File: config.mk
export PLATFORM = sky130hd
export DESIGN_NAME = key_debounce_long_press
export DESIGN_NICKNAME = d
export VERILOG_FILES = /design/src/design/kdlp_pkg.sv /design/src/design/key_debounce_long_press.sv /design/src/design/kdlp_in_stage.sv /design/src/design/kdlp_fsm.sv
export SDC_FILE = /design/constraint.sdc
export NUM_CORES = 1
export LEC_CHECK = 0
export ABC_CLOCK_PERIOD_IN_PS = 3300
export BUFFER_PORTS_ARGS = -buffer_cell sky130_fd_sc_hd__buf_2
export CAP_MARGIN = 20
export CORE_MARGIN = 5
export CORE_UTILIZATION = 35
export CTS_CLUSTER_SIZE = 40
export DETAILED_ROUTE_END_ITERATION = 10
export PLACE_DENSITY_LB_ADDON = 0.12
export SLEW_MARGIN = 15
export SYNTH_ARGS = -nofsm -noshare
export SYNTH_HDL_FRONTEND = slang
export SYNTH_SLANG_ARGS = --single-unit
export TNS_END_PERCENT = 5
File: constraint.sdc
create_clock -name clk -period 3.3 [get_ports clk]
set_clock_uncertainty 0.15 [all_clocks]
set_input_delay 0.66 -clock clk [delete_from_list [all_inputs] [get_ports clk]]
set_output_delay 0.66 -clock clk [all_outputs]
set_load 0.005 [all_outputs]
File: src/design/kdlp_pkg.sv
// Shared types and constants for the key debounce and long-press block.
package kdlp_pkg;

	localparam int KEY_NUM   = 4;
	localparam int KEY_ID_W  = 3;
	localparam int CNT_W     = 8;
	localparam int PHASE_W   = 2;
	localparam int KIND_W    = 2;
	localparam int CFG_IDX_W = 1;

	localparam logic [CFG_IDX_W-1:0] CFG_LONG_THRESHOLD = 1'd0;
	localparam logic [CFG_IDX_W-1:0] CFG_REPEAT_PERIOD  = 1'd1;

	localparam logic [CNT_W-1:0] LONG_THRESHOLD_RST = 8'd97;
	localparam logic [CNT_W-1:0] REPEAT_PERIOD_RST  = 8'd20;

	localparam logic [KEY_ID_W-1:0] KEY_NONE  = 3'd0;
	localparam logic [KEY_ID_W-1:0] KEY_ONE   = 3'd1;
	localparam logic [KEY_ID_W-1:0] KEY_TWO   = 3'd2;
	localparam logic [KEY_ID_W-1:0] KEY_THREE = 3'd3;
	localparam logic [KEY_ID_W-1:0] KEY_FOUR  = 3'd4;

	// scan request between the input stage and the phase machine
	typedef struct packed {
		logic                valid;
		logic [KEY_ID_W-1:0] key;
	} kdlp_req_t;

	// pick the lowest-numbered pressed key from active-low levels
	function automatic logic [KEY_ID_W-1:0] pick_key(input logic [KEY_NUM-1:0] lvl_n);
		logic [KEY_ID_W-1:0] k;
		begin
			if (!lvl_n[0]) k = KEY_ONE;
			else if (!lvl_n[1]) k = KEY_TWO;
			else if (!lvl_n[2]) k = KEY_THREE;
			else if (!lvl_n[3]) k = KEY_FOUR;
			else k = KEY_NONE;
			return k;
		end
	endfunction

endpackage

File: src/design/key_debounce_long_press.sv
// Key debounce top level: four active-low keys in, short, long and repeat press events out.
// Each scan tick is one request and yields exactly one result, one tick per clock cycle
// unless downstream stalls. A request passes through the input register holding the
// encoded key, then the phase machine into the result register, which advances only when
// empty or being drained; the input register loads when empty or when the result register
// advances, so stalls hold the pipeline without loss. Threshold and period must be written
// through the config port while no tick is in flight; the block does not enforce this.
module key_debounce_long_press import kdlp_pkg::*; (
	input  logic                 clk,
	input  logic                 arst_n,
	input  logic                 cfg_we,
	input  logic [CFG_IDX_W-1:0] cfg_index,
	input  logic [CNT_W-1:0]     cfg_data,
	input  logic                 s_tvalid,
	output logic                 s_tready,
	// [0] key_one_n, [1] key_two_n, [2] key_three_n, [3] key_four_n, [7:4] zero
	input  logic [7:0]           s_tdata,
	output logic                 m_tvalid,
	input  logic                 m_tready,
	// [1:0] event_kind, [4:2] key_id, [7:5] zero
	output logic [7:0]           m_tdata
);

	kdlp_req_t           req;
	logic                advance;
	logic [KIND_W-1:0]   event_kind;
	logic [KEY_ID_W-1:0] key_id;

	kdlp_in_stage u_in_stage (
		.clk       (clk),
		.arst_n    (arst_n),
		.in_valid  (s_tvalid),
		.in_ready  (s_tready),
		.key_lvl_n (s_tdata[KEY_NUM-1:0]),
		.advance   (advance),
		.req       (req)
	);

	kdlp_fsm u_fsm (
		.clk        (clk),
		.arst_n     (arst_n),
		.cfg_we     (cfg_we),
		.cfg_index  (cfg_index),
		.cfg_data   (cfg_data),
		.req        (req),
		.advance    (advance),
		.out_valid  (m_tvalid),
		.out_ready  (m_tready),
		.event_kind (event_kind),
		.key_id     (key_id)
	);

	assign m_tdata = {3'b000, key_id, event_kind};

endmodule

File: src/design/kdlp_in_stage.sv
// Input register stage: encodes the key levels and holds the scan request.
module kdlp_in_stage import kdlp_pkg::*; (
	input  logic                clk,
	input  logic                arst_n,
	input  logic                in_valid,
	output logic                in_ready,
	input  logic [KEY_NUM-1:0]  key_lvl_n,
	input  logic                advance,
	output kdlp_req_t           req
);

	logic                valid_s1;
	logic [KEY_ID_W-1:0] key_s1;

	assign in_ready = !valid_s1 || advance;

	always_ff @(posedge clk or negedge arst_n) begin
		if (!arst_n) begin
			valid_s1 <= 1'b0;
		end else if (in_ready) begin
			valid_s1 <= in_valid;
		end
	end

	always_ff @(posedge clk) begin
		if (in_ready && in_valid) begin
			key_s1 <= pick_key(key_lvl_n);
		end
	end

	assign req.valid = valid_s1;
	assign req.key   = key_s1;

endmodule

File: src/design/kdlp_fsm.sv
// Phase machine with hold and repeat counters, config registers and result register.
module kdlp_fsm import kdlp_pkg::*; (
	input  logic                 clk,
	input  logic                 arst_n,
	input  logic                 cfg_we,
	input  logic [CFG_IDX_W-1:0] cfg_index,
	input  logic [CNT_W-1:0]     cfg_data,
	input  kdlp_req_t            req,
	output logic                 advance,
	output logic                 out_valid,
	input  logic                 out_ready,
	output logic [KIND_W-1:0]    event_kind,
	output logic [KEY_ID_W-1:0]  key_id
);

	localparam logic [PHASE_W-1:0] PH_IDLE    = 2'd0;
	localparam logic [PHASE_W-1:0] PH_CONFIRM = 2'd1;
	localparam logic [PHASE_W-1:0] PH_HELD    = 2'd2;
	localparam logic [PHASE_W-1:0] PH_LONG    = 2'd3;

	localparam logic [KIND_W-1:0] EV_NONE   = 2'd0;
	localparam logic [KIND_W-1:0] EV_SHORT  = 2'd1;
	localparam logic [KIND_W-1:0] EV_LONG   = 2'd2;
	localparam logic [KIND_W-1:0] EV_REPEAT = 2'd3;

	logic [CNT_W-1:0]    long_threshold_q;
	logic [CNT_W-1:0]    repeat_period_q;
	logic [PHASE_W-1:0]  phase_q;
	logic [KEY_ID_W-1:0] held_key_q;
	logic [CNT_W-1:0]    hold_count_q;
	logic [CNT_W-1:0]    repeat_count_q;
	logic                out_valid_q;
	logic [KIND_W-1:0]   kind_q;
	logic [KEY_ID_W-1:0] id_q;

	logic [PHASE_W-1:0]  phase_d;
	logic [KEY_ID_W-1:0] held_key_d;
	logic [CNT_W-1:0]    hold_count_d;
	logic [CNT_W-1:0]    repeat_count_d;
	logic [CNT_W-1:0]    hold_inc;
	logic [CNT_W-1:0]    repeat_inc;
	logic [KIND_W-1:0]   kind_d;
	logic [KEY_ID_W-1:0] id_d;
	logic                same;
	logic                step;

	assign advance = !out_valid_q || out_ready;
	assign step    = advance && req.valid;
	assign same    = (req.key == held_key_q);
	assign hold_inc   = hold_count_q + 1'b1;
	assign repeat_inc = repeat_count_q + 1'b1;

	always_comb begin
		phase_d        = phase_q;
		held_key_d     = held_key_q;
		hold_count_d   = hold_count_q;
		repeat_count_d = repeat_count_q;
		kind_d         = EV_NONE;
		id_d           = KEY_NONE;
		case (phase_q)
			PH_IDLE: begin
				if (req.key != KEY_NONE) begin
					held_key_d = req.key;
					phase_d    = PH_CONFIRM;
				end
			end
			PH_CONFIRM: begin
				phase_d = same ? PH_HELD : PH_IDLE;
			end
			PH_HELD: begin
				if (same) begin
					hold_count_d = hold_inc;
					if (hold_inc > long_threshold_q) begin
						hold_count_d = '0;
						phase_d      = PH_LONG;
						kind_d       = EV_LONG;
						id_d         = held_key_q;
					end
				end else begin
					hold_count_d = '0;
					phase_d      = PH_IDLE;
					kind_d       = EV_SHORT;
					id_d         = held_key_q;
				end
			end
			PH_LONG: begin
				if (same) begin
					repeat_count_d = repeat_inc;
					if (repeat_inc == repeat_period_q) begin
						repeat_count_d = '0;
						kind_d         = EV_REPEAT;
						id_d           = held_key_q;
					end
				end else begin
					repeat_count_d = '0;
					phase_d        = PH_IDLE;
				end
			end
			default: begin
				phase_d = PH_IDLE;
			end
		endcase
	end

	always_ff @(posedge clk or negedge arst_n) begin
		if (!arst_n) begin
			long_threshold_q <= LONG_THRESHOLD_RST;
			repeat_period_q  <= REPEAT_PERIOD_RST;
		end else if (cfg_we) begin
			case (cfg_index)
				CFG_LONG_THRESHOLD: long_threshold_q <= cfg_data;
				CFG_REPEAT_PERIOD:  repeat_period_q  <= cfg_data;
				default: ;
			endcase
		end
	end

	always_ff @(posedge clk or negedge arst_n) begin
		if (!arst_n) begin
			phase_q        <= PH_IDLE;
			held_key_q     <= KEY_NONE;
			hold_count_q   <= '0;
			repeat_count_q <= '0;
		end else if (step) begin
			phase_q        <= phase_d;
			held_key_q     <= held_key_d;
			hold_count_q   <= hold_count_d;
			repeat_count_q <= repeat_count_d;
		end
	end

	always_ff @(posedge clk or negedge arst_n) begin
		if (!arst_n) begin
			out_valid_q <= 1'b0;
		end else if (advance) begin
			out_valid_q <= req.valid;
		end
	end

	always_ff @(posedge clk) begin
		if (step) begin
			kind_q <= kind_d;
			id_q   <= id_d;
		end
	end

	assign out_valid  = out_valid_q;
	assign event_kind = kind_q;
	assign key_id     = id_q;

	a_id_matches_kind: assert property (@(posedge clk) disable iff (!arst_n)
		out_valid_q |-> ((kind_q == EV_NONE) == (id_q == KEY_NONE)))
		else $error("key id and event kind disagree");

	a_long_from_held: assert property (@(posedge clk) disable iff (!arst_n)
		(phase_q == PH_LONG && $past(phase_q) != PH_LONG) |-> $past(phase_q) == PH_HELD)
		else $error("long-held phase entered from outside held");

	a_hold_cleared: assert property (@(posedge clk) disable iff (!arst_n)
		(phase_q != PH_HELD) |-> (hold_count_q == '0))
		else $error("hold count nonzero outside held phase");

	a_repeat_cleared: assert property (@(posedge clk) disable iff (!arst_n)
		(phase_q != PH_LONG) |-> (repeat_count_q == '0))
		else $error("repeat count nonzero outside long-held phase");

	a_long_event_phase: assert property (@(posedge clk) disable iff (!arst_n)
		(step && kind_d == EV_LONG) |=> (phase_q == PH_LONG && kind_q == EV_LONG))
		else $error("long event without long-held phase");

endmodule

**Yosys cells after proc, flatten, opt, wreduce, memory -nomap -nowiden**

Index checks and enable logic that the tools add are counted.

- Input bits: 22
- Register bits after elaboration: 47
- Word-level logic and storage cells: 62

- Bitwise operators: 1
- Add/subtract/negate cells: 2
- $lt $le $gt $ge: 1
- Mux-type cells: 23
- Eq/ne operators: 8
- Reduce and logical (&&, ||, !) cells: 15

Operators with widths:

| operator | count |
|---|---|
| $mux 8 | 4 |
| $mux 2 | 11 |
| $add 8x1->8 const B | 2 |
| $mux 3 | 5 |
| $eq 8x8->1 | 1 |
| $gt 8x8->1 | 1 |
| $pmux 2 s4 | 1 |
| $reduce_and 2->1 | 4 |
| $pmux 3 s2 | 1 |
| $reduce_and 3->1 | 2 |
| $eq 2x2->1 const B | 2 |
| $pmux 2 s2 | 1 |
| $reduce_and 4->1 | 1 |
| $eq 3x3->1 | 1 |
| $ne 3x3->1 const B | 1 |
| $reduce_bool 3->1 | 1 |
| $eq 2x1->1 const B | 1 |
| $logic_and 1x1->1 | 2 |
| $logic_not 1->1 | 2 |
| $logic_not 2->1 | 1 |
| $logic_or 1x1->1 | 2 |
| $ne 2x1->1 const B | 1 |
| $ne 2x2->1 const B | 1 |
| $not 1->1 | 1 |

**Longest topological paths before layout**

Gate-level depths: netlist of run 1.

- Depth in word-level cells: 5
- Mapped depth: 12

**Hierarchy**

A second synthesis of run 1 with hierarchy kept.

- Cell total of the unflattened synthesis: 244
- Area total of the unflattened synthesis: 2605.0 um^2

By module, submodules not included:

| module | area an instance (um^2) | instances | cells each | sequential area each (um^2) |
|---|---|---|---|---|
| kdlp_fsm | 2401.1 | 1 | 228 | 1107.3 |
| kdlp_in_stage | 177.7 | 1 | 12 | 115.1 |
| key_debounce_long_press | 26.3 | 1 | 4 | 0.0 |

**Worst setup path before layout of run 1**

OpenSTA, ideal clock, no wires.

- Kind: register to register
- Start: reg u_fsm.hold_count_q[2]
- End: reg u_fsm.hold_count_q[5]
- Period minus slack after synthesis: 2.724 ns
- Cell stages (with the launch flop): 12
- Buffers on the path: 1
- Library setup time: 0.083 ns
- Path slack: 0.576 ns
- Arrival time: 2.492 ns
- Cells stage by stage: dfrtp_1 -> clkbuf_1 -> nand3_1 -> nor2_1 -> xor2_1 -> ha_1 -> a21oi_1 -> o21ai_0 -> o211ai_1 -> nand2_1 -> or4_1 -> o21ai_0

- Longest elaborated chain between the ends: 4

Ends and longest elaborated chain:

| element | RTL line | RTL |
|---|---|---|
| from (decl) | kdlp_fsm.sv:30 | `logic [CNT_W-1:0] hold_count_q;` |
| from (signal assigned) | kdlp_fsm.sv:127 | `hold_count_q <= hold_count_d;` |
| $add 8x1->8 * | kdlp_fsm.sv:50 | `assign hold_inc = hold_count_q + 1'b1;` |
| $gt 8x8->1 | kdlp_fsm.sv:73 | `if (hold_inc > long_threshold_q) begin` |
| $mux 8 * | kdlp_fsm.sv:73 |  |
| $mux 8 * | kdlp_fsm.sv:71 | `if (same) begin` |

Mark *: on every way between the ends. The rest lies on a longest branch, timed or not.
A chain may end at the register's enable or synchronous reset.

**Worst setup path after layout of run 1**

- Start: reg u_fsm.hold_count_q[0]
- End: reg u_fsm.hold_count_q[5]

The elaborated chain is that of the path after synthesis.

==> metrics.txt, run 1 <==
# TYPE chip_impl_metric gauge
chip_impl_metric{name="detail_route.first_pass.iterations",unit=""} 4
chip_impl_info{name="worst-setup-path-type",value="flop to flop"} 1
chip_impl_metric{name="row_count",unit=""} 31
chip_impl_info{name="most_frequent_standard_cell_in_the_layout_excluding_fill_and_tap_cells",value="sky130_fd_sc_hd__nand2_1"} 1
chip_impl_metric{name="timing.final.crit_share",unit="%"} 89.0
chip_impl_metric{name="arrival",unit="ps"} 3010
chip_impl_metric{name="multi_input_area",unit="um^2"} 1330
chip_impl_metric{name="wirelength",unit="mm"} 5.37
chip_impl_metric{name="placed_cell_area",unit="um^2"} 2870
chip_impl_metric{name="final_hold_viol_count",unit=""} 0
chip_impl_info{name="hold_path_class",value="input pin to asynchronous set/reset pin"} 1
chip_impl_info{name="status",value="completed"} 1
chip_impl_metric{name="htree_num_levels",unit=""} 2
chip_impl_metric{name="seq_area_frac_synth",unit="%"} 45.9
chip_impl_info{name="cts_root_buffer",value="sky130_fd_sc_hd__clkbuf_8"} 1
chip_impl_metric{name="ys_ff_latch",unit=""} 47
chip_impl_metric{name="synthesis.area_per_instance",unit="um^2"} 10.1
chip_impl_metric{name="post-route-util",unit="%"} 40.4
chip_impl_metric{name="dieHeight",unit="um"} 97.2
chip_impl_metric{name="io_pins",unit=""} 32
chip_impl_metric{name="cts.repair_timing.setup_buffer_count",unit=""} 0
chip_impl_metric{name="whs",unit="ps"} 319
chip_impl_metric{name="number_of_clock_buffers_inserted_by_tritoncts",unit=""} 5
chip_impl_metric{name="gpl.final_weighted_congestion",unit=""} 0.785
chip_impl_metric{name="post_synth_num_cell_types",unit=""} 49
chip_impl_metric{name="layout.filler_cells",unit=""} 753
chip_impl_metric{name="number_of_warning_messages_in_the_yosys_log",unit=""} 0
chip_impl_metric{name="areaGrowthSynthToFinish",unit="%"} 11.2
chip_impl_info{name="critPathSlowestCell",value="sky130_fd_sc_hd__or4_1"} 1
chip_impl_metric{name="peak_supply_drop",unit="uV"} 185
chip_impl_info{name="crit_family",value="simple AND/OR/NAND/NOR gates"} 1
chip_impl_metric{name="grt_usage",unit="%"} 11.6
chip_impl_metric{name="worst-slew-pin-transition",unit="ps"} 907
chip_impl_metric{name="crit_buf_inv",unit=""} 0
chip_impl_metric{name="clock_sink_count",unit=""} 47
chip_impl_metric{name="maxSlewViolCount",unit=""} 0
chip_impl_info{name="layout_common_cells",value="37 x sky130_fd_sc_hd__nand2_1, 34 x sky130_fd_sc_hd__dfrtp_1, 24 x sky130_fd_sc_hd__buf_2"} 1
chip_impl_metric{name="clk_transition_reported_paths",unit="ps"} 90
chip_impl_info{name="worst_r2r_startpoint",value="u_fsm.hold_count_q[0]"} 1
chip_impl_metric{name="p_leak",unit="nW"} 1.30
chip_impl_metric{name="max_cap_viol_count",unit=""} 0
chip_impl_info{name="synth_area_leaders",value="sky130_fd_sc_hd__dfrtp_1 32%, sky130_fd_sc_hd__edfxtp_1 9.0%, sky130_fd_sc_hd__nand2_1 5.2%"} 1
chip_impl_metric{name="final_layout_size_suffix_gt1_share",unit="%"} 21.5
chip_impl_metric{name="ctsHoldBuffers",unit=""} 0
chip_impl_info{name="crit_chain",value="and3_1, nand3_1, nor2_1, xor2_1, ha_1, a21oi_1, o21ai_0, o211ai_1, nand2_1, or4_1, o21ai_0"} 1
chip_impl_info{name="most_common_flop_cell_mapped_by_yosys",value="sky130_fd_sc_hd__dfrtp_1"} 1
chip_impl_metric{name="worst-r2r-setup-slack",unit="ps"} 360
chip_impl_metric{name="postSynth.asyncResetShare",unit="%"} 83.0
chip_impl_metric{name="synth-edff-count",unit=""} 8
chip_impl_metric{name="netlist.area_leader.share",unit="%"} 32.0
chip_impl_metric{name="placedCellCount",unit=""} 380
chip_impl_metric{name="sequential_cell_area",unit="um^2"} 1220
chip_impl_metric{name="initial_core_util",unit="%"} 36.3
chip_impl_info{name="cts_tree",value="yes"} 1
chip_impl_metric{name="vias_in_the_first_global_route",unit=""} 1906
chip_impl_metric{name="timing.setup.tns",unit="ps"} 0
chip_impl_metric{name="place.port_buffers",unit=""} 24
chip_impl_metric{name="drt.antenna.violating_nets",unit=""} 0
chip_impl_metric{name="timing.critical_path.slowest_cell_delay",unit="ps"} 490
chip_impl_metric{name="ctsLongestPathBuffers",unit=""} 2
chip_impl_metric{name="finalNonFillerCells",unit=""} 388
chip_impl_metric{name="setup-violations-final",unit=""} 0
chip_impl_metric{name="drt-vias-per-instance",unit=""} 4.95
chip_impl_metric{name="netlist_area",unit="um^2"} 2660
chip_impl_info{name="setup.worst_path.end_class",value="flop"} 1
chip_impl_metric{name="finish.net_count",unit=""} 320
chip_impl_metric{name="clock_latency",unit="ps"} 300
chip_impl_metric{name="floorplan_core_area",unit="um^2"} 7330
chip_impl_metric{name="worst_ep_required_time",unit="ps"} 3370
chip_impl_metric{name="worst_slew_margin_rel",unit="%"} 39.5
chip_impl_metric{name="grt_pass1_wl",unit="mm"} 9.08
chip_impl_metric{name="first_iter_violations",unit=""} 44
chip_impl_metric{name="layout.cell_area.non_filler",unit="um^2"} 2960
chip_impl_info{name="synth_top_area_cell",value="sky130_fd_sc_hd__dfrtp_1"} 1
chip_impl_metric{name="num_antenna_cells",unit=""} 0
chip_impl_metric{name="max_freq",unit="GHz"} 0.340
chip_impl_info{name="rsz0062_at_grt",value="false"} 1
chip_impl_metric{name="number_of_design_rule_violations_left_after_detail_routing",unit=""} 0
chip_impl_metric{name="finalCriticalPeriod",unit="ps"} 2940
chip_impl_metric{name="wl_per_cell",unit="um"} 13.8
chip_impl_metric{name="antenna_found_initial",unit=""} 0
chip_impl_metric{name="worstRegToRegCells",unit=""} 11
chip_impl_metric{name="globalRoute.totalOverflow",unit=""} 0
chip_impl_metric{name="crit_path_max_fanout",unit=""} 6
chip_impl_metric{name="place_hpwl",unit="mm"} 4.08
chip_impl_info{name="timing.critical_path.from_type",value="flop"} 1
chip_impl_metric{name="die_area",unit="um^2"} 9450
chip_impl_info{name="rr_endpoint",value="u_fsm.hold_count_q[5]"} 1
chip_impl_info{name="critPathMostFrequentCell",value="sky130_fd_sc_hd__o21ai_0"} 1
chip_impl_metric{name="die_x",unit="um"} 97.2
chip_impl_metric{name="postCtsResizedCells",unit=""} 0
chip_impl_metric{name="power_density",unit="nW/um^2"} 553
chip_impl_metric{name="syn_inst",unit=""} 264
chip_impl_metric{name="maximum_number_of_pins_on_one_net_before_global_route_repair",unit=""} 40
chip_impl_metric{name="num_vias",unit=""} 1920
[registers in the layout, indices dropped and copies added (netlist names), 2 cells and up]
register,flops
u_fsm.held_key_q,3
u_fsm.repeat_period_q,8
u_fsm.event_kind,2
u_fsm.key_id,3
u_fsm.phase_q,2
u_in_stage.key_s1,3
u_fsm.hold_count_q,8
u_fsm.long_threshold_q,8
u_fsm.repeat_count_q,8
[through the flow]
stage | power [mW] | setup WS [ps]
floorplan | 1.17 | 576
global placement | 1.29 | 344
detailed placement | 1.29 | 344
CTS | 1.66 | 300
global route | 1.76 | 61.0
finish | 1.64 | 362
[final cells by class]
type | count | area share, %
clock buffer | 7 | 2.92
clock inverter | 1 | 0.169
tap | 99 | 4.18
inverter | 11 | 1.39
timing repair buffer | 28 | 5.07
sequential | 47 | 41.3
multi-input combinational | 195 | 45.0
[cell usage after synthesis, drive strengths merged, types with 3 or more instances]
master  instances
nand2b          5
nor3            5
dfrtp          34
edfxtp          8
or3             4
and2            4
a21oi          12
nand3          10
xnor2          13
o21ai          19
ha             10
buf             5
inv            11
a21o            4
xor2            7
nand2          38
mux2           12
nor2            5
and3            6
nor2b           7
or4             3
clkbuf          8
dfstp           5
a221o           3
[report_power, final]
group          switching, mW  leakage (nW)  internal [mW]
logic                  0.245         0.688          0.213
registers              0.116         0.560          0.698
clock network          0.196        0.0482          0.170
[worst max path at each step]
stage	start	to	slack (ps)	cells after the start
finish	u_fsm.hold_count_q[0]	u_fsm.hold_count_q[5]	360	11
global route	u_fsm.hold_count_q[0]	u_fsm.hold_count_q[4]	60	12
CTS	u_fsm.hold_count_q[0]	u_fsm.hold_count_q[5]	300	11
detailed placement	u_fsm.hold_count_q[0]	u_fsm.hold_count_q[5]	340	11
global placement	u_fsm.hold_count_q[0]	u_fsm.hold_count_q[5]	340	12
floorplan	u_fsm.hold_count_q[2]	u_fsm.hold_count_q[5]	580	11
[metal layers]
metal	up-vias	share of wire, %	track usage, %
li1	972	-	-
met1	915	49	14.6
met2	27	47	19.9
met3	6	2.9	2.51
met4	0	1.0	3.51
met5	-	0	0
[worst register-to-register path, cell delays in order, from the launching register on]
cell	delay [ps]
sky130_fd_sc_hd__dfrtp_1	440
sky130_fd_sc_hd__and3_1	180
sky130_fd_sc_hd__nand3_1	150
sky130_fd_sc_hd__nor2_1	170
sky130_fd_sc_hd__xor2_1	210
sky130_fd_sc_hd__ha_1	290
sky130_fd_sc_hd__a21oi_1	190
sky130_fd_sc_hd__o21ai_0	110
sky130_fd_sc_hd__o211ai_1	240
sky130_fd_sc_hd__nand2_1	160
sky130_fd_sc_hd__or4_1	490
sky130_fd_sc_hd__o21ai_0	90
[cells by family after synthesis]
| kind of cell | Yosys count | synth area share (%) |
|---|---|---|
| multiplexers | 12 | 5.08 |
| AND/OR/NAND/NOR | 97 | 19.2 |
| other | 1 | 0.141 |
| adder cells (fa/ha/maj) | 10 | 4.70 |
| AO/OA/AOI/OAI | 53 | 13.7 |
| XOR/XNOR | 20 | 6.86 |
| buffers and inverters | 24 | 4.37 |
| flip-flops | 47 | 45.9 |
No activity file was read; power rests on OpenSTA's default activity.
==> run 2, diff against run 1 <==
- GPL_ROUTABILITY_DRIVEN: unset -> 0
- GPL_TIMING_DRIVEN: unset -> 0
==> run 2 against run 1 <==
Sequential share of layout area fell by 0.63 points. Combinational power increased by 13%. Flip-flop and latch count stayed put. Clock power fell by 5.7%. Via count increased by 2.4%. First-iteration DRC count grew 84%. Routed wire length is 0.71% higher. Critical path type unchanged. Largest cell class unchanged.
==> metrics.txt, run 2 (synthesized netlist as in run 1, its figures left out) <==
# TYPE chip_impl_metric gauge
chip_impl_info{name="status",value="completed"} 1
chip_impl_metric{name="final_hold_viol_count",unit=""} 0
chip_impl_metric{name="drt-met1-wl",unit="mm"} 2.59
chip_impl_metric{name="io_pins",unit=""} 32
chip_impl_info{name="critPathSlowestCell",value="sky130_fd_sc_hd__nor3_2"} 1
chip_impl_info{name="layout_common_cells",value="37 x sky130_fd_sc_hd__nand2_1, 33 x sky130_fd_sc_hd__dfrtp_1, 24 x sky130_fd_sc_hd__buf_2"} 1
chip_impl_metric{name="detail_route.first_pass.iterations",unit=""} 4
chip_impl_metric{name="areaGrowthSynthToFinish",unit="%"} 13.0
chip_impl_metric{name="worstRegToRegCells",unit=""} 7
chip_impl_metric{name="initial_core_util",unit="%"} 36.3
chip_impl_info{name="cts_tree",value="yes"} 1
chip_impl_metric{name="wirelength",unit="mm"} 5.41
chip_impl_metric{name="maximum_number_of_pins_on_one_net_before_global_route_repair",unit=""} 40
chip_impl_metric{name="post-route-util",unit="%"} 41.0
chip_impl_metric{name="arrival",unit="ps"} 3020
chip_impl_metric{name="whs",unit="ps"} 325
chip_impl_info{name="worst_r2r_startpoint",value="u_fsm.repeat_count_q[0]"} 1
chip_impl_metric{name="worst-r2r-setup-slack",unit="ps"} 320
chip_impl_metric{name="globalRoute.totalOverflow",unit=""} 0
chip_impl_metric{name="maxSlewViolCount",unit=""} 0
chip_impl_metric{name="grt_pass1_wl",unit="mm"} 9.40
chip_impl_metric{name="power_frac_comb",unit="%"} 31.7
chip_impl_info{name="rsz0062_at_grt",value="false"} 1
chip_impl_metric{name="sw_frac_of_total",unit="%"} 34.5
chip_impl_metric{name="die_area",unit="um^2"} 9450
chip_impl_info{name="crit_family",value="simple AND/OR/NAND/NOR gates"} 1
chip_impl_metric{name="first_iter_violations",unit=""} 81
chip_impl_metric{name="max_freq",unit="GHz"} 0.335
chip_impl_metric{name="finalCriticalPeriod",unit="ps"} 2980
chip_impl_metric{name="total_power",unit="mW"} 1.64
chip_impl_metric{name="cell_internal_pwr",unit="mW"} 1.08
chip_impl_metric{name="number_of_design_rule_violations_left_after_detail_routing",unit=""} 0
chip_impl_info{name="timing.critical_path.from_type",value="flop"} 1
chip_impl_info{name="worst-setup-path-type",value="flop to flop"} 1
chip_impl_metric{name="vias_in_the_first_global_route",unit=""} 1933
chip_impl_info{name="setup.worst_path.end_class",value="flop"} 1
chip_impl_metric{name="crit_path_max_fanout",unit=""} 8
chip_impl_metric{name="worst_ep_required_time",unit="ps"} 3340
chip_impl_info{name="crit_chain",value="ha_1, nand3_1, or2_2, xnor2_1, nor3_2, a21oi_2, a221o_1"} 1
chip_impl_metric{name="timing.critical_path.slowest_cell_delay",unit="ps"} 540
chip_impl_metric{name="drt-vias-per-instance",unit=""} 4.95
chip_impl_metric{name="worst_slew_margin_rel",unit="%"} 39.7
chip_impl_info{name="rr_endpoint",value="u_fsm.repeat_count_q[2]"} 1
chip_impl_metric{name="clock_latency",unit="ps"} 300
chip_impl_metric{name="clk_transition_reported_paths",unit="ps"} 90
chip_impl_metric{name="clock_sink_count",unit=""} 47
chip_impl_metric{name="wl_per_cell",unit="um"} 13.6
chip_impl_metric{name="post-route-worst-setup-slack",unit="ps"} 318
chip_impl_metric{name="max_cap_viol_count",unit=""} 0
chip_impl_metric{name="ctsLongestPathBuffers",unit=""} 2
chip_impl_metric{name="dieHeight",unit="um"} 97.2
chip_impl_metric{name="routed-wl-met3",unit="um"} 167
chip_impl_metric{name="pwr-share-seq",unit="%"} 47.3
chip_impl_metric{name="antenna_found_initial",unit=""} 0
chip_impl_metric{name="finish.net_count",unit=""} 329
chip_impl_metric{name="power_density",unit="nW/um^2"} 545
chip_impl_metric{name="timing.final.crit_share",unit="%"} 90.4
chip_impl_metric{name="clk_pwr_share",unit="%"} 21.0
chip_impl_metric{name="met2_wirelength",unit="mm"} 2.59
chip_impl_metric{name="crit_buf_inv",unit=""} 0
chip_impl_metric{name="place.port_buffers",unit=""} 24
chip_impl_metric{name="number_of_clock_buffers_inserted_by_tritoncts",unit=""} 5
chip_impl_metric{name="drt.antenna.violating_nets",unit=""} 0
chip_impl_info{name="most_frequent_standard_cell_in_the_layout_excluding_fill_and_tap_cells",value="sky130_fd_sc_hd__nand2_1"} 1
chip_impl_metric{name="netSwitchingPower",unit="mW"} 0.565
chip_impl_metric{name="timing.setup.tns",unit="ps"} 0
chip_impl_metric{name="worst-slew-pin-transition",unit="ps"} 905
chip_impl_metric{name="final_layout_size_suffix_gt1_share",unit="%"} 21.8
chip_impl_metric{name="peak_supply_drop",unit="uV"} 174
chip_impl_metric{name="pre_cts_slack",unit="ps"} 91.1
chip_impl_metric{name="grt_usage",unit="%"} 12.1
chip_impl_metric{name="htree_num_levels",unit=""} 2
chip_impl_metric{name="num_antenna_cells",unit=""} 0
chip_impl_info{name="hold_path_class",value="input pin to asynchronous set/reset pin"} 1
chip_impl_metric{name="num_vias",unit=""} 1966
chip_impl_metric{name="p_leak",unit="nW"} 1.31
chip_impl_metric{name="die_x",unit="um"} 97.2
chip_impl_metric{name="place_hpwl",unit="mm"} 4.07
chip_impl_info{name="highest-signal-layer",value="met4"} 1
chip_impl_metric{name="ctsHoldBuffers",unit=""} 0
chip_impl_metric{name="floorplan_core_area",unit="um^2"} 7330
chip_impl_metric{name="setup-violations-final",unit=""} 0
chip_impl_metric{name="row_count",unit=""} 31
chip_impl_info{name="cts_root_buffer",value="sky130_fd_sc_hd__clkbuf_8"} 1
-- run 2: cell types whose count changed in the layout (fill, tap and decap cells not counted), sizes merged --
cell	delta
clkinv	+1
buf	+2
clkbuf	+6
-- run 2: how the worst max path moves through the flow --
stage	startpoint	to	slack, ps	cells after the start
4_1_cts	u_fsm.hold_count_q[0]	u_fsm.hold_count_q[5]	60	11
5_1_grt	u_fsm.hold_count_q[2]	u_fsm.hold_count_q[5]	40	11
6_report	u_fsm.repeat_count_q[0]	u_fsm.repeat_count_q[2]	320	7
2_1_floorplan	u_fsm.hold_count_q[2]	u_fsm.hold_count_q[5]	580	11
3_5_place_dp	u_fsm.hold_count_q[0]	u_fsm.hold_count_q[5]	90	11
3_3_place_gp	u_fsm.hold_count_q[0]	u_fsm.hold_count_q[5]	140	11
-- run 2: per-stage QoR --
step,instances,area [um^2]
floorplan,266,2670
global placement,389,2910
detailed placement,389,2910
CTS,397,3000
global route,397,3010
finish,397,3010
-- run 2: cell type report --
type                       count  area, um^2
multi-input combinational    195        1340
buffer                        12        71.3
fill                         736        4320
tap                           99         124
clock buffer                   6        72.6
sequential                    47        1220
inverter                      11        41.3
clock inverter                 2        12.5
timing repair buffer          25         128
-- run 2: power by group through the flow --
stage	Combinational, mW	Clock [mW]	Sequential, mW
floorplan	0.401	0	0.768
global placement	0.517	0	0.787
detailed placement	0.526	0	0.788
CTS	0.528	0.367	0.776
global route	0.598	0.386	0.790
finish	0.519	0.345	0.776
-- run 2: routing by layer --
| metal | vias to the layer above | global-route usage [%] |
|---|---|---|
| met5 | - | 0 |
| met4 | 0 | 4.47 |
| met3 | 4 | 2.51 |
| met2 | 37 | 19.6 |
| met1 | 935 | 15.9 |
| li1 | 990 | - |
-- run 2: worst register-to-register path: cells and delay by family, from the launching register on --
kind	cells	cell delay [ps]
and+or+nand+nor	3	1230
adders and majority gates	1	320
xor gates and xnor gates	1	150
AOI/OAI and AO/OA	2	540
DFF	1	480
-- run 2: repair_timing --
item                                    CTS  global route
setup buffers                             0             1
resized for setup                         0             2
endpoints found under the setup margin    0             9
==> run 3, diff against run 2 <==
- ABC_AREA: unset -> 1
==> run 3 against run 2 <==
Critical path depth is 8 higher. Final cell count is 17% higher. Hold slack better by 7.7 ps. Critical endpoint is now u_fsm.hold_count_q[4]. Largest cell class is now flip-flops and latches.
==> metrics.txt, run 3 <==
# TYPE chip_impl_metric gauge
chip_impl_metric{name="detail_route.first_pass.iterations",unit=""} 4
chip_impl_metric{name="sequential_cell_area",unit="um^2"} 1220
chip_impl_metric{name="grt_usage",unit="%"} 11.8
chip_impl_metric{name="num_vias",unit=""} 2037
chip_impl_metric{name="postCtsResizedCells",unit=""} 0
chip_impl_metric{name="clock_sink_count",unit=""} 47
chip_impl_metric{name="post_synth_num_cell_types",unit=""} 30
chip_impl_metric{name="wl_per_cell",unit="um"} 11.4
chip_impl_metric{name="postSynth.asyncResetShare",unit="%"} 83.0
chip_impl_info{name="most_frequent_standard_cell_in_the_layout_excluding_fill_and_tap_cells",value="sky130_fd_sc_hd__nand2_1"} 1
chip_impl_info{name="synth_top_area_cell",value="sky130_fd_sc_hd__dfrtp_1"} 1
chip_impl_metric{name="place.port_buffers",unit=""} 24
chip_impl_metric{name="layout.filler_cells",unit=""} 765
chip_impl_metric{name="number_of_clock_buffers_inserted_by_tritoncts",unit=""} 5
chip_impl_metric{name="die_area",unit="um^2"} 9420
chip_impl_metric{name="htree_num_levels",unit=""} 2
chip_impl_metric{name="worst_ep_required_time",unit="ps"} 3350
chip_impl_metric{name="dieHeight",unit="um"} 97.1
chip_impl_metric{name="maxSlewViolCount",unit=""} 0
chip_impl_metric{name="layout.cell_area.non_filler",unit="um^2"} 3020
chip_impl_metric{name="met2_wirelength",unit="mm"} 2.41
chip_impl_metric{name="finalCriticalPeriod",unit="ps"} 2820
chip_impl_info{name="cts_tree",value="yes"} 1
chip_impl_metric{name="max_freq",unit="GHz"} 0.355
chip_impl_metric{name="place_hpwl",unit="mm"} 4.00
chip_impl_metric{name="ys_ff_latch",unit=""} 47
chip_impl_metric{name="finish.net_count",unit=""} 395
chip_impl_metric{name="drt-met1-wl",unit="mm"} 2.65
chip_impl_metric{name="finalNonFillerCells",unit=""} 463
chip_impl_metric{name="seq_area_frac_synth",unit="%"} 46.1
chip_impl_metric{name="clk_transition_reported_paths",unit="ps"} 90
chip_impl_info{name="layout_common_cells",value="92 x sky130_fd_sc_hd__nand2_1, 49 x sky130_fd_sc_hd__inv_1, 34 x sky130_fd_sc_hd__dfrtp_1"} 1
chip_impl_metric{name="cts.repair_timing.setup_buffer_count",unit=""} 0
chip_impl_metric{name="antenna_found_initial",unit=""} 0
chip_impl_metric{name="number_of_warning_messages_in_the_yosys_log",unit=""} 0
chip_impl_metric{name="max_cap_viol_count",unit=""} 0
chip_impl_metric{name="areaGrowthSynthToFinish",unit="%"} 13.6
chip_impl_info{name="rsz0062_at_grt",value="false"} 1
chip_impl_metric{name="placed_cell_area",unit="um^2"} 2910
chip_impl_metric{name="number_of_design_rule_violations_left_after_detail_routing",unit=""} 0
chip_impl_metric{name="peak_supply_drop",unit="uV"} 225
chip_impl_info{name="post-synth-top-count-cell",value="sky130_fd_sc_hd__nand2_1"} 1
chip_impl_metric{name="maximum_number_of_pins_on_one_net_before_global_route_repair",unit=""} 40
chip_impl_metric{name="row_count",unit=""} 31
chip_impl_metric{name="drt.antenna.violating_nets",unit=""} 0
chip_impl_metric{name="final_layout_size_suffix_gt1_share",unit="%"} 17.0
chip_impl_metric{name="syn_inst",unit=""} 330
chip_impl_metric{name="drt-vias-per-instance",unit=""} 4.40
chip_impl_metric{name="crit_path_max_fanout",unit=""} 7
chip_impl_metric{name="worst_slew_margin_rel",unit="%"} 40.1
chip_impl_metric{name="io_pins",unit=""} 32
chip_impl_metric{name="die_x",unit="um"} 97.1
chip_impl_metric{name="vias_in_the_first_global_route",unit=""} 2091
chip_impl_metric{name="ctsLongestPathBuffers",unit=""} 2
chip_impl_metric{name="routed-wl-met3",unit="um"} 162
chip_impl_metric{name="netlist.area_leader.share",unit="%"} 32.1
chip_impl_metric{name="synth-edff-count",unit=""} 8
chip_impl_metric{name="worst-slew-pin-transition",unit="ps"} 898
chip_impl_metric{name="floorplan_core_area",unit="um^2"} 7330
chip_impl_info{name="hold_path_class",value="input pin to asynchronous set/reset pin"} 1
chip_impl_metric{name="arrival",unit="ps"} 2870
chip_impl_metric{name="power_density",unit="nW/um^2"} 567
chip_impl_metric{name="multi_input_area",unit="um^2"} 1200
chip_impl_metric{name="ctsHoldBuffers",unit=""} 0
chip_impl_metric{name="initial_core_util",unit="%"} 36.2
chip_impl_metric{name="globalRoute.totalOverflow",unit=""} 0
chip_impl_info{name="highest-signal-layer",value="met4"} 1
chip_impl_metric{name="num_antenna_cells",unit=""} 0
chip_impl_info{name="cts_root_buffer",value="sky130_fd_sc_hd__clkbuf_8"} 1
chip_impl_metric{name="setup-violations-final",unit=""} 0
chip_impl_metric{name="timing.final.crit_share",unit="%"} 85.3
chip_impl_metric{name="placedCellCount",unit=""} 455
chip_impl_metric{name="p_leak",unit="nW"} 1.50
chip_impl_metric{name="wirelength",unit="mm"} 5.28
chip_impl_info{name="status",value="completed"} 1
chip_impl_info{name="synth_commonest_cells",value="92 x sky130_fd_sc_hd__nand2_1, 49 x sky130_fd_sc_hd__inv_1, 34 x sky130_fd_sc_hd__dfrtp_1"} 1
chip_impl_info{name="setup.worst_path.end_class",value="flop"} 1
chip_impl_metric{name="timing.setup.tns",unit="ps"} 0
chip_impl_info{name="timing.critical_path.from_type",value="flop"} 1
chip_impl_metric{name="grt_pass1_wl",unit="mm"} 9.42
chip_impl_metric{name="final_hold_viol_count",unit=""} 0
chip_impl_info{name="worst-setup-path-type",value="flop to flop"} 1
chip_impl_metric{name="first_iter_violations",unit=""} 62
chip_impl_info{name="most_common_flop_cell_mapped_by_yosys",value="sky130_fd_sc_hd__dfrtp_1"} 1
chip_impl_metric{name="netlist_area",unit="um^2"} 2650
chip_impl_metric{name="synthesis.area_per_instance",unit="um^2"} 8.04
chip_impl_metric{name="clock_latency",unit="ps"} 300
chip_impl_info{name="synth_area_leaders",value="sky130_fd_sc_hd__dfrtp_1 32%, sky130_fd_sc_hd__nand2_1 13%, sky130_fd_sc_hd__edfxtp_1 9.1%"} 1
chip_impl_metric{name="post-route-util",unit="%"} 41.1
==> run 3: cell types whose count changed in the layout (fill, tap and decap cells not counted), sizes merged, moves of 4 or more <==
cell    change
xnor2       -8
nor2b       -7
or3         -4
a21oi       -4
mux2        -9
inv        +40
a21o        -4
nor2       +19
and3        -6
nand2      +61
nand2b      -5
clkbuf      -5
o21ai       +8
nand3      +20
==> run 3: metrics by stage <==
stage | hold WS [ps] | setup WS [ps] | total power [mW]
after floorplan | 214 | 952 | 1.17
after global placement | 331 | 466 | 1.30
after detailed placement | 338 | 478 | 1.30
after CTS | 355 | 460 | 1.74
after global routing | 396 | 148 | 1.86
final | 333 | 485 | 1.71
==> run 3: power by group <==
| group | total (mW) | switching, mW | leakage, nW | internal [mW] |
|---|---|---|---|---|
| Clock | 0.427 | 0.200 | 0.0514 | 0.226 |
| Sequential | 0.798 | 0.0909 | 0.562 | 0.707 |
| Combinational | 0.485 | 0.282 | 0.882 | 0.203 |
| Total | 1.71 | 0.573 | 1.50 | 1.14 |
==> run 3: logic make-up after synthesis <==
group	after synthesis	share of synthesized area [%]
flip-flops	47	46.1
other	1	0.141
buffers and inverters	58	9.05
adder cells (fa/ha/maj)	10	4.71
multiplexers	3	1.27
AND/OR/NAND/NOR	162	27.7
XOR/XNOR	11	3.63
AO/OA/AOI/OAI	38	7.45
==> run 3: final cells by class <==
| class | count | share of cell area [%] |
|---|---|---|
| buffer | 7 | 1.62 |
| inverter | 51 | 6.35 |
| clock inverter | 2 | 1.24 |
| multi-input combinational | 227 | 39.8 |
| tap | 99 | 4.11 |
| timing repair buffer | 24 | 3.98 |
| sequential | 47 | 40.5 |
| clock buffer | 6 | 2.41 |
==> run 3: critical path, cell delays in order, from the launching register on <==
cell and delay, ps:
sky130_fd_sc_hd__dfrtp_1 410, sky130_fd_sc_hd__nand3_1 130, sky130_fd_sc_hd__nor2_1 110, sky130_fd_sc_hd__nand2_1 80, sky130_fd_sc_hd__nor3_1 200, sky130_fd_sc_hd__xnor2_1 150, sky130_fd_sc_hd__inv_1 70, sky130_fd_sc_hd__ha_1 290
sky130_fd_sc_hd__a21oi_1 160, sky130_fd_sc_hd__o21a_1 130, sky130_fd_sc_hd__nand2_1 50, sky130_fd_sc_hd__nand2_1 130, sky130_fd_sc_hd__nand2_1 100, sky130_fd_sc_hd__nor2_1 390, sky130_fd_sc_hd__nand2_1 80, sky130_fd_sc_hd__o21ai_0 100
==> run 3: final timing paths <==
check | start | to | slack [ps] | cells after the start
max reg2reg | u_fsm.hold_count_q[0] | u_fsm.hold_count_q[4] | 480 | 15
max in group asynchronous | arst_n | u_fsm.repeat_count_q[7] | 2100 | 1
max | u_fsm.hold_count_q[0] | u_fsm.hold_count_q[4] | 480 | 15
min reg2reg | u_fsm.long_threshold_q[5] | u_fsm.long_threshold_q[5] | 350 | 2
min in group clk | u_fsm.long_threshold_q[5] | u_fsm.long_threshold_q[5] | 350 | 2
min | arst_n | u_fsm.repeat_period_q[1] | 330 | 1
==> run 3: per-layer routing <==
metal / track usage, % / vias up
met1: 15.5 / 900
met2: 19.4 / 24
li1: - / 1107
met3: 2.80 / 6
met5: 0 / -
met4: 3.56 / 0
